$ cat src/hw/rtl/fqd_pkg.sv
// shared constants and helpers for the fifo queue with delete-by-value
// no dependencies; used by fifo_queue_with_delete

package fqd_pkg;

    // queue geometry
    localparam int QUEUE_DEPTH = 16;
    localparam int VALUE_WIDTH = 32;
    localparam int ADDR_W      = $clog2(QUEUE_DEPTH);
    localparam int CNT_W       = $clog2(QUEUE_DEPTH + 1);

    // fixed widths of the channel fields
    localparam int OP_W        = 2;
    localparam int ITEM_W      = 32;
    localparam int COUNT_OUT_W = 5;

    // operation codes
    localparam logic [OP_W-1:0] OP_ENQUEUE = 2'd0;
    localparam logic [OP_W-1:0] OP_DEQUEUE = 2'd1;
    localparam logic [OP_W-1:0] OP_DELETE  = 2'd2;
    localparam logic [OP_W-1:0] OP_LENGTH  = 2'd3;

    // status codes
    localparam logic STATUS_OK  = 1'b0;
    localparam logic STATUS_ERR = 1'b1;

    // physical slot of a logical offset from the head (off never exceeds the depth)
    function automatic logic [ADDR_W-1:0] slot_of(
        input logic [ADDR_W-1:0] head,
        input logic [CNT_W-1:0]  off
    );
        logic [CNT_W:0] sum;
        sum = (CNT_W+1)'(head) + (CNT_W+1)'(off);
        if (sum >= (CNT_W+1)'(QUEUE_DEPTH))
        begin
            sum = sum - (CNT_W+1)'(QUEUE_DEPTH);
        end
        return sum[ADDR_W-1:0];
    endfunction

endpackage

$ cat src/hw/rtl/fqd_ram.sv
// simple dual-port ram: one write port, one read port with registered data
// no dependencies; used by fifo_queue_with_delete

module fqd_ram #(
    parameter int DEPTH = 16,
    parameter int WIDTH = 32
) (
    input  logic                     clk,
    input  logic                     wr_en,
    input  logic [$clog2(DEPTH)-1:0] wr_addr,
    input  logic [WIDTH-1:0]         wr_data,
    input  logic                     rd_en,
    input  logic [$clog2(DEPTH)-1:0] rd_addr,
    output logic [WIDTH-1:0]         rd_data
);

    logic [WIDTH-1:0] mem [DEPTH];

    // write port
    always_ff @(posedge clk)
    begin
        if (wr_en)
        begin
            mem[wr_addr] <= wr_data;
        end
    end

    // read port, data held when not enabled
    always_ff @(posedge clk)
    begin
        if (rd_en)
        begin
            rd_data <= mem[rd_addr];
        end
    end

endmodule

$ cat src/hw/rtl/fifo_queue_with_delete.sv
// fifo queue with delete-by-value, one item in work at a time; depends on fqd_pkg and fqd_ram
// enqueue, length query and immediate rejects go through the reply state to the output
// register; dequeue reads the head entry first; delete makes one ram read a cycle, since
// the scan up to the match and the moves of later entries together visit each stored
// entry once; the next item is taken only once the result is in the output register
// reset clears head, count, state and output valid; ram contents are not cleared

module fifo_queue_with_delete (
    input  logic                           clk,
    input  logic                           rst_n,
    input  logic                           in_valid,
    output logic                           in_ready,
    input  logic [fqd_pkg::OP_W-1:0]        operation,
    input  logic [fqd_pkg::ITEM_W-1:0]      item_value,
    output logic                           out_valid,
    input  logic                           out_ready,
    output logic                           status,
    output logic [fqd_pkg::ITEM_W-1:0]      value_out,
    output logic [fqd_pkg::COUNT_OUT_W-1:0] entry_count
);

    localparam int ADDR_W = fqd_pkg::ADDR_W;
    localparam int CNT_W  = fqd_pkg::CNT_W;
    localparam int VAL_W  = fqd_pkg::VALUE_WIDTH;

    // state codes
    localparam logic [2:0] S_IDLE   = 3'd0;
    localparam logic [2:0] S_DEQ    = 3'd1;
    localparam logic [2:0] S_SEARCH = 3'd2;
    localparam logic [2:0] S_SHIFT  = 3'd3;
    localparam logic [2:0] S_REPLY  = 3'd4;

    logic [2:0]        state_reg, state_next;
    logic [ADDR_W-1:0] head_reg, head_next;
    logic [CNT_W-1:0]  count_reg, count_next;
    logic [CNT_W-1:0]  rd_idx_reg, rd_idx_next;
    logic              cmp_valid_reg, cmp_valid_next;
    logic [ADDR_W-1:0] cmp_idx_reg, cmp_idx_next;
    logic [ADDR_W-1:0] wr_idx_reg, wr_idx_next;
    logic [VAL_W-1:0]  value_reg, value_next;
    logic              res_status_reg, res_status_next;
    logic [VAL_W-1:0]  res_value_reg, res_value_next;

    logic                   out_valid_reg;
    logic                   status_reg;
    logic [VAL_W-1:0]       value_out_reg;
    logic [CNT_W-1:0]       entry_count_reg;

    logic                   ram_wr_en;
    logic [ADDR_W-1:0]      ram_wr_addr;
    logic [VAL_W-1:0]       ram_wr_data;
    logic                   ram_rd_en;
    logic [ADDR_W-1:0]      ram_rd_addr;
    logic [VAL_W-1:0]       ram_rd_data;

    logic                   out_free;
    logic                   out_load;
    logic [VAL_W-1:0]       in_v;
    logic [CNT_W-1:0]       count_m1;

    // entry storage
    fqd_ram #(
        .DEPTH (fqd_pkg::QUEUE_DEPTH),
        .WIDTH (VAL_W)
    ) u_ram (
        .clk     (clk),
        .wr_en   (ram_wr_en),
        .wr_addr (ram_wr_addr),
        .wr_data (ram_wr_data),
        .rd_en   (ram_rd_en),
        .rd_addr (ram_rd_addr),
        .rd_data (ram_rd_data)
    );

    assign in_ready = (state_reg == S_IDLE);
    assign out_free = !out_valid_reg || out_ready;
    assign in_v     = VAL_W'(item_value);
    assign count_m1 = count_reg - CNT_W'(1);

    // sequencer: read, compare, move and write back through the ram
    always_comb
    begin
        state_next      = state_reg;
        head_next       = head_reg;
        count_next      = count_reg;
        rd_idx_next     = rd_idx_reg;
        cmp_valid_next  = cmp_valid_reg;
        cmp_idx_next    = cmp_idx_reg;
        wr_idx_next     = wr_idx_reg;
        value_next      = value_reg;
        res_status_next = res_status_reg;
        res_value_next  = res_value_reg;
        ram_wr_en       = 1'b0;
        ram_wr_addr     = fqd_pkg::slot_of(head_reg, count_reg);
        ram_wr_data     = in_v;
        ram_rd_en       = 1'b0;
        ram_rd_addr     = head_reg;
        out_load        = 1'b0;

        unique case (state_reg)
            S_IDLE:
            begin
                if (in_valid)
                begin
                    res_status_next = fqd_pkg::STATUS_OK;
                    res_value_next  = '0;
                    state_next      = S_REPLY;
                    case (operation)
                        fqd_pkg::OP_ENQUEUE:
                        begin
                            if (in_v == '0 || count_reg == CNT_W'(fqd_pkg::QUEUE_DEPTH))
                            begin
                                res_status_next = fqd_pkg::STATUS_ERR;
                            end
                            else
                            begin
                                ram_wr_en  = 1'b1;
                                count_next = count_reg + CNT_W'(1);
                            end
                        end
                        fqd_pkg::OP_DEQUEUE:
                        begin
                            if (count_reg == '0)
                            begin
                                res_status_next = fqd_pkg::STATUS_ERR;
                            end
                            else
                            begin
                                ram_rd_en  = 1'b1;
                                state_next = S_DEQ;
                            end
                        end
                        fqd_pkg::OP_DELETE:
                        begin
                            if (in_v == '0 || count_reg == '0)
                            begin
                                res_status_next = fqd_pkg::STATUS_ERR;
                            end
                            else
                            begin
                                value_next     = in_v;
                                rd_idx_next    = '0;
                                cmp_valid_next = 1'b0;
                                state_next     = S_SEARCH;
                            end
                        end
                        default:
                        begin
                            // length query: nothing changes
                        end
                    endcase
                end
            end

            S_DEQ:
            begin
                // head entry arrives from the ram
                res_value_next = ram_rd_data;
                count_next     = count_m1;
                head_next      = (count_m1 == '0) ? '0 : fqd_pkg::slot_of(head_reg, CNT_W'(1));
                state_next     = S_REPLY;
            end

            S_SEARCH:
            begin
                // reads run one ahead of the compare
                ram_rd_addr = fqd_pkg::slot_of(head_reg, rd_idx_reg);
                if (cmp_valid_reg && ram_rd_data == value_reg)
                begin
                    cmp_valid_next = 1'b0;
                    if (CNT_W'(cmp_idx_reg) == count_m1)
                    begin
                        // hit on the last entry: nothing to move
                        count_next      = count_m1;
                        head_next       = (count_m1 == '0) ? '0 : head_reg;
                        res_status_next = fqd_pkg::STATUS_OK;
                        state_next      = S_REPLY;
                    end
                    else
                    begin
                        // the read of the entry after the hit goes out now
                        ram_rd_en   = 1'b1;
                        wr_idx_next = cmp_idx_reg;
                        state_next  = S_SHIFT;
                    end
                end
                else if (cmp_valid_reg && CNT_W'(cmp_idx_reg) == count_m1)
                begin
                    // scanned all entries without a match
                    cmp_valid_next  = 1'b0;
                    res_status_next = fqd_pkg::STATUS_ERR;
                    state_next      = S_REPLY;
                end
                else
                begin
                    ram_rd_en      = (rd_idx_reg < count_reg);
                    cmp_valid_next = ram_rd_en;
                    cmp_idx_next   = rd_idx_reg[ADDR_W-1:0];
                    if (ram_rd_en)
                    begin
                        rd_idx_next = rd_idx_reg + CNT_W'(1);
                    end
                end
            end

            S_SHIFT:
            begin
                // move the next entry one place toward the head
                ram_wr_en   = 1'b1;
                ram_wr_addr = fqd_pkg::slot_of(head_reg, CNT_W'(wr_idx_reg));
                ram_wr_data = ram_rd_data;
                if ((CNT_W+1)'(wr_idx_reg) + (CNT_W+1)'(2) < (CNT_W+1)'(count_reg))
                begin
                    ram_rd_en   = 1'b1;
                    ram_rd_addr = fqd_pkg::slot_of(head_reg, CNT_W'(wr_idx_reg) + CNT_W'(2));
                    wr_idx_next = wr_idx_reg + ADDR_W'(1);
                end
                else
                begin
                    count_next      = count_m1;
                    head_next       = (count_m1 == '0) ? '0 : head_reg;
                    res_status_next = fqd_pkg::STATUS_OK;
                    state_next      = S_REPLY;
                end
            end

            S_REPLY:
            begin
                if (out_free)
                begin
                    out_load   = 1'b1;
                    state_next = S_IDLE;
                end
            end

            default:
            begin
                state_next = S_IDLE;
            end
        endcase
    end

    // control registers
    always_ff @(posedge clk or negedge rst_n)
    begin
        if (!rst_n)
        begin
            state_reg     <= S_IDLE;
            head_reg      <= '0;
            count_reg     <= '0;
            cmp_valid_reg <= 1'b0;
            out_valid_reg <= 1'b0;
        end
        else
        begin
            state_reg     <= state_next;
            head_reg      <= head_next;
            count_reg     <= count_next;
            cmp_valid_reg <= cmp_valid_next;
            if (out_load)
            begin
                out_valid_reg <= 1'b1;
            end
            else if (out_ready)
            begin
                out_valid_reg <= 1'b0;
            end
        end
    end

    // working and result payload registers
    always_ff @(posedge clk)
    begin
        rd_idx_reg     <= rd_idx_next;
        cmp_idx_reg    <= cmp_idx_next;
        wr_idx_reg     <= wr_idx_next;
        value_reg      <= value_next;
        res_status_reg <= res_status_next;
        res_value_reg  <= res_value_next;
        if (out_load)
        begin
            status_reg      <= res_status_reg;
            value_out_reg   <= res_value_reg;
            entry_count_reg <= count_reg;
        end
    end

    // output transfer
    assign out_valid   = out_valid_reg;
    assign status      = status_reg;
    assign value_out   = fqd_pkg::ITEM_W'(value_out_reg);
    assign entry_count = fqd_pkg::COUNT_OUT_W'(entry_count_reg);

endmodule

$ cat config.mk
export PLATFORM = sky130hd
export DESIGN_NAME = fifo_queue_with_delete
export DESIGN_NICKNAME = d
export VERILOG_FILES = /design/src/hw/rtl/fqd_pkg.sv /design/src/hw/rtl/fqd_ram.sv /design/src/hw/rtl/fifo_queue_with_delete.sv
export SDC_FILE = /design/constraint.sdc
export NUM_CORES = 1
export LEC_CHECK = 0
export ABC_CLOCK_PERIOD_IN_PS = 5740
export BUFFER_PORTS_ARGS = -buffer_cell sky130_fd_sc_hd__buf_4
export CAP_MARGIN = 20
export CORE_MARGIN = 4
export CORE_UTILIZATION = 30
export DETAILED_ROUTE_END_ITERATION = 6
export PLACE_DENSITY = 0.49
export SETUP_SLACK_MARGIN = 0.15
export SYNTH_ARGS = -nofsm -noshare
export SYNTH_HDL_FRONTEND = slang
export SYNTH_SLANG_ARGS = --single-unit
export TNS_END_PERCENT = 1
$ cat constraint.sdc
create_clock -name clk -period 5.74 [get_ports clk]
set_input_delay 1.435 -clock clk [delete_from_list [all_inputs] [get_ports clk]]
set_output_delay 1.435 -clock clk [all_outputs]
set_load 0.005 [all_outputs]
==> qor.yml, run 1 <==
yosys_most_used_dff: "edfxtp_1"
largest_reg_flops: 512
cp-start-kind: "register"
rsz0062_at_grt: "no"
yosysTopAreaCell: "edfxtp_1"
die_area_sq_um: 95000
io_pins: 78
synthToLayoutAreaGrowth_pct: 17.1
fin_crit_sh: 0.803
drive_above_1_share: 0.165
viasPerCell: 5.00
max_freq_ghz: 0.217
grt.overflow.total: 0
synthArstFlopShare: 0.0208
fin_worst_skew_ns: 0.0251
setup_viol: 0
maxSlewViolCount: 0
cts_resized: 0
cp.required_ns: 6.11
cts_buffer_depth: 3
p_per_area_nw_per_um2: 495
fp-row-count: 109
yosysTopAreaCellShare: 0.733
grt_max_degree: 89
mostFrequentLayoutCell: "edfxtp_1"
gr-max-usage-layer: "met2"
grt_use_met2: 0.241
synth_area_sq_um: 27000
grt_pass1_vias: 14900
cpPeakStageDelay_ns: 0.75
final_cell_mix: "edfxtp_1 (660), nand2_1 (292), mux2i_1 (130)"
synthCells: 1685
coreArea_sq_um: 88900
met1_usage: 0.221
synth_seq_cells: 674
htreeDepth: 3
wl_per_cell_microns: 24.8
max-slew-margin-rel: 0.309
fp.dieW_microns: 308
synthTopCellsByArea: "edfxtp_1 (73%), mux2i_1 (4.8%), a32oi_1 (4.1%)"
hold_path_class: "reg -> reg"
vias: 15100
first_pass_iters: 7
syn-num-nets: 1756
arrival_ns: 4.97
fin_util: 0.356
peakVddDrop_mv: 0.299
fin_nets: 1875
root_buffer: "clkbuf_16"
drtIter0Drc: 1420
grt_pass1_wl_microns: 106000
endpoint_kind: "register"
yosys_warnings: 0
worst_pin_slew_ns: 1.03
synth_area_per_cell_sq_um: 16.0
dp_hpwl_microns: 46000
gr-usage-met3: 0.0365
period_minus_slack_ns: 4.61
clkLatencyLatePin_ns: 0.63
synth-edff-count: 660
cts_buffers: 74
numPortBuffers: 77
leakage_uw: 0.0102
cap_violations: 0
cp_cell_sequence: "inv_1 -> ha_1 -> inv_1 -> ha_1 -> fa_1 -> xnor2_1 -> xnor2_1 -> o211a_1 -> o211ai_1 -> o21bai_1 -> nor3_4 -> buf_4 -> a32oi_1 -> and4_1"
grt_usage: 0.155
postCtsSetupBuffers: 0
start_util: 0.304
seq_area_frac_synth: 0.746
cp_slowest_cell: "nor3_4"
route.detailed.drc: 0
finalSetupTns_ns: 0
finalPower_uw: 15700
worstSetupPathType: "reg -> reg"
globalplace.congestion: 0.788
holdBufCountCts: 0
routed_wl_microns: 75100
die_height_microns: 308
clock_sinks: 674
antenna_left: 0
top_register: "u_ram.mem"
cts_tree: "built"
synth.distinct_cells: 57
hold_viol: 0
path_max_fanout: 13
clk_pin_slew_ns: 0.06
status: "completed"
antenna_found_initial: 6
-- Yosys cell counts (21+ instances only) --
cell type / n
inv_1: 21
nor2_1: 27
edfxtp_1: 660
and2_1: 34
clkbuf_1: 31
mux2_2: 35
mux2i_1: 130
nand2_1: 293
xnor2_1: 42
buf_2: 31
a32oi_1: 128
ha_1: 30
and4_1: 33
-- worst paths after layout --
kind,to,slack [ns],cells after the start,startpoint
min,value_out[22]$_DFFE_PP_,0.42,0,res_value_reg[22]$_SDFFCE_PN0P_
max,u_ram.rd_data[3]$_DFFE_PP_,1.13,14,head_reg[1]$_DFFE_PN0P_
min reg2reg,value_out[22]$_DFFE_PP_,0.42,0,res_value_reg[22]$_SDFFCE_PN0P_
min in group asynchronous,state_reg[0]$_DFFE_PN0P_,0.68,1,rst_n
max reg2reg,u_ram.rd_data[3]$_DFFE_PP_,1.13,14,head_reg[1]$_DFFE_PN0P_
max in group asynchronous,state_reg[1]$_DFFE_PN0P_,4.87,1,rst_n
-- where the power goes --
group	leakage, uW	switching [uW]	internal (uW)	total [uW]
logic	0.00294	2930	1510	4440
clock network	0.00115	1940	2770	4710
registers	0.00617	379	6130	6510
-- area by class of cell --
cell class | count | area [sq um]
inverters | 21 | 78.8
clock inverters | 42 | 459
clock buffers | 86 | 1930
well taps | 1165 | 1460
diodes | 2 | 5.00
flip-flops and latches | 674 | 20200
repair buffers | 123 | 961
fillers | 8433 | 57300
multi-input cells | 910 | 6590
-- per-stage QoR --
| step | hold slack, ns | instance area, sq um | cells | setup slack, ns |
|---|---|---|---|---|
| 2_1_floorplan | 0.400 | 27000 | 1685 | 0.216 |
| 3_3_place_gp | 0.406 | 29300 | 2893 | 0.906 |
| 3_5_place_dp | 0.405 | 29300 | 2893 | 0.908 |
| 4_1_cts | 0.418 | 31600 | 3021 | 1.15 |
| 5_1_grt | 0.425 | 31600 | 3021 | 0.976 |
| 6_report | 0.417 | 31600 | 3023 | 1.13 |
-- critical path: cells and delay by family (launching register included) --
family                     cells  cell delay [ns]
AOI/OAI and AO/OA              4             0.83
xor gates and xnor gates       2             0.38
adders and majority gates      3             0.97
buffers and inverters          3             0.64
DFF                            1             0.55
and+or+nand+nor                2             0.97
-- kinds of logic after synthesis --
logic type               after synthesis  share of synthesized area
AO/OA/AOI/OAI                        191                     0.0573
flip-flops                           674                      0.746
XOR/XNOR                              56                     0.0181
adder cells (fa/ha/maj)               33                     0.0161
buffers and inverters                101                     0.0178
AND/OR/NAND/NOR                      465                     0.0817
multiplexers                         165                     0.0627
-- layer usage --
metal | part of all wire | vias to the layer above
met2 | 0.45 | 500
li1 | - | 6778
met5 | 0.00017 | -
met1 | 0.45 | 7743
met4 | 0.021 | 2
met3 | 0.076 | 99
(Power assumes the default switching activity.)
==> inputs of run 2 (changes only) <==
Settings changed: ABC_CLOCK_PERIOD_IN_PS 5740 to 4770, PLACE_DENSITY 0.49 to 0.47.
Clock period 5.74 ns to 4.77 ns, I/O delays scaled along.
==> run 2 against run 1 <==
Core utilization up 0.45 points; sequential share of layout area down 0.80 points; critical endpoint is now u_ram.mem[1][8]$_DFFE_PP_; cell area up 1.3%; hold slack about the same; first-iteration DRC count up 3.5%.
==> qor.yml, run 2 (same netlist as run 1, synthesis figures left out) <==
grt_max_degree: 65
drive_above_1_share: 0.175
coreArea_sq_um: 88900
globalplace.congestion: 0.809
cts_buffer_depth: 3
final_cell_mix: "edfxtp_1 (660), nand2_1 (292), mux2i_1 (130)"
wl_per_cell_microns: 26.0
route.detailed.drc: 0
worst_pin_slew_ns: 1.07
top_register: "u_ram.mem"
leakage_uw: 0.0104
period_minus_slack_ns: 4.10
grt_pass1_wl_microns: 114000
dp_hpwl_microns: 48100
finalSetupTns_ns: 0
hold_ws_ns: 0.417
grt_pass1_vias: 15500
clock_sinks: 674
rsz0062_at_grt: "no"
start_util: 0.304
peakVddDrop_mv: 0.447
routed_wl_microns: 79500
grt.overflow.total: 0
worstSetupPathType: "reg -> reg"
clk_pin_slew_ns: 0.06
ff2ff_setup_slack_ns: 0.67
antenna_left: 0
postCtsSetupBuffers: 0
fin_util: 0.360
cts_tree: "built"
fin_worst_skew_ns: 0.0213
fp-row-count: 109
fp.dieW_microns: 308
cts_resized: 0
path_max_fanout: 25
cap_violations: 0
status: "completed"
numPortBuffers: 77
synthToLayoutAreaGrowth_pct: 18.6
p_per_area_nw_per_um2: 593
clkLatencyLatePin_ns: 0.62
io_pins: 78
root_buffer: "clkbuf_16"
die_area_sq_um: 95000
vias: 15500
fin_crit_sh: 0.859
cp-start-kind: "register"
largest_reg_flops: 512
max_freq_ghz: 0.244
grt_usage: 0.166
htreeDepth: 3
maxSlewViolCount: 0
viasPerCell: 5.08
holdBufCountCts: 0
setup_viol: 0
max-slew-margin-rel: 0.284
antenna_found_initial: 4
cp.required_ns: 5.07
arrival_ns: 4.40
first_pass_iters: 7
die_height_microns: 308
mostFrequentLayoutCell: "edfxtp_1"
drtIter0Drc: 1470
cts_buffers: 73
hold_viol: 0
endpoint_kind: "register"
fin_nets: 1898
hold_path_class: "reg -> reg"
run 2: metrics by stage:
stage	std cells	total power (uW)	setup slack [ns]	area (sq um)
final	3053	19000	0.674	32100
after CTS	3050	19200	0.666	32000
after global placement	2912	13600	0.445	29600
after floorplan	1685	11100	-0.752	27000
after detailed placement	2916	13600	0.456	29700
after global routing	3051	19900	0.377	32000
run 2: layout make-up:
type,count,area [sq um]
Fill cell,8443,56900
Sequential cell,674,20200
Multi-Input combinational cell,910,6580
Clock buffer,95,1960
Tap cell,1165,1460
Timing Repair Buffer,147,1460
Clock inverter,39,339
Inverter,21,78.8
Antenna cell,2,5.00
run 2: power breakdown:
part | switching [uW] | internal, uW | leakage (uW) | total (uW)
logic | 3680 | 2010 | 0.00315 | 5700
clock network | 2330 | 3140 | 0.00113 | 5470
registers | 443 | 7380 | 0.00617 | 7820
total | 6460 | 12500 | 0.0104 | 19000
run 2: path summary, 6_finish.rpt:
kind                                                       from  depth (start not counted)                   endpoint
worst max-delay path                   state_reg[2]$_DFFE_PN0P_                         10  u_ram.mem[1][8]$_DFFE_PP_
max in group asynchronous                                 rst_n                          1    head_reg[1]$_DFFE_PN0P_
worst min-delay path            res_value_reg[10]$_SDFFCE_PN0P_                          0    value_out[10]$_DFFE_PP_
worst max register to register         state_reg[2]$_DFFE_PN0P_                         10  u_ram.mem[1][8]$_DFFE_PP_
worst min register to register  res_value_reg[10]$_SDFFCE_PN0P_                          0    value_out[10]$_DFFE_PP_
min in group asynchronous                                 rst_n                          1      out_valid$_DFFE_PN0P_
run 2: critical path, cell delays in order (launching register included):
cell      delay (ns)
dfrtp_1         0.48
nand3b_1        0.37
o21ai_0         0.34
ha_1            0.29
a21o_1          0.17
a21oi_1         0.17
xor2_1          0.11
xnor2_1         0.34
nand2_1         0.30
nor3_2          0.87
buf_12          0.32
run 2: layer usage:
layer  track usage  vias up  part of all wire
met3        0.0321       95             0.063
met4        0.0365        0             0.018
met5             0        -                 0
met1         0.241     8071              0.47
met2         0.261      492              0.45
li1              -     6836                 -
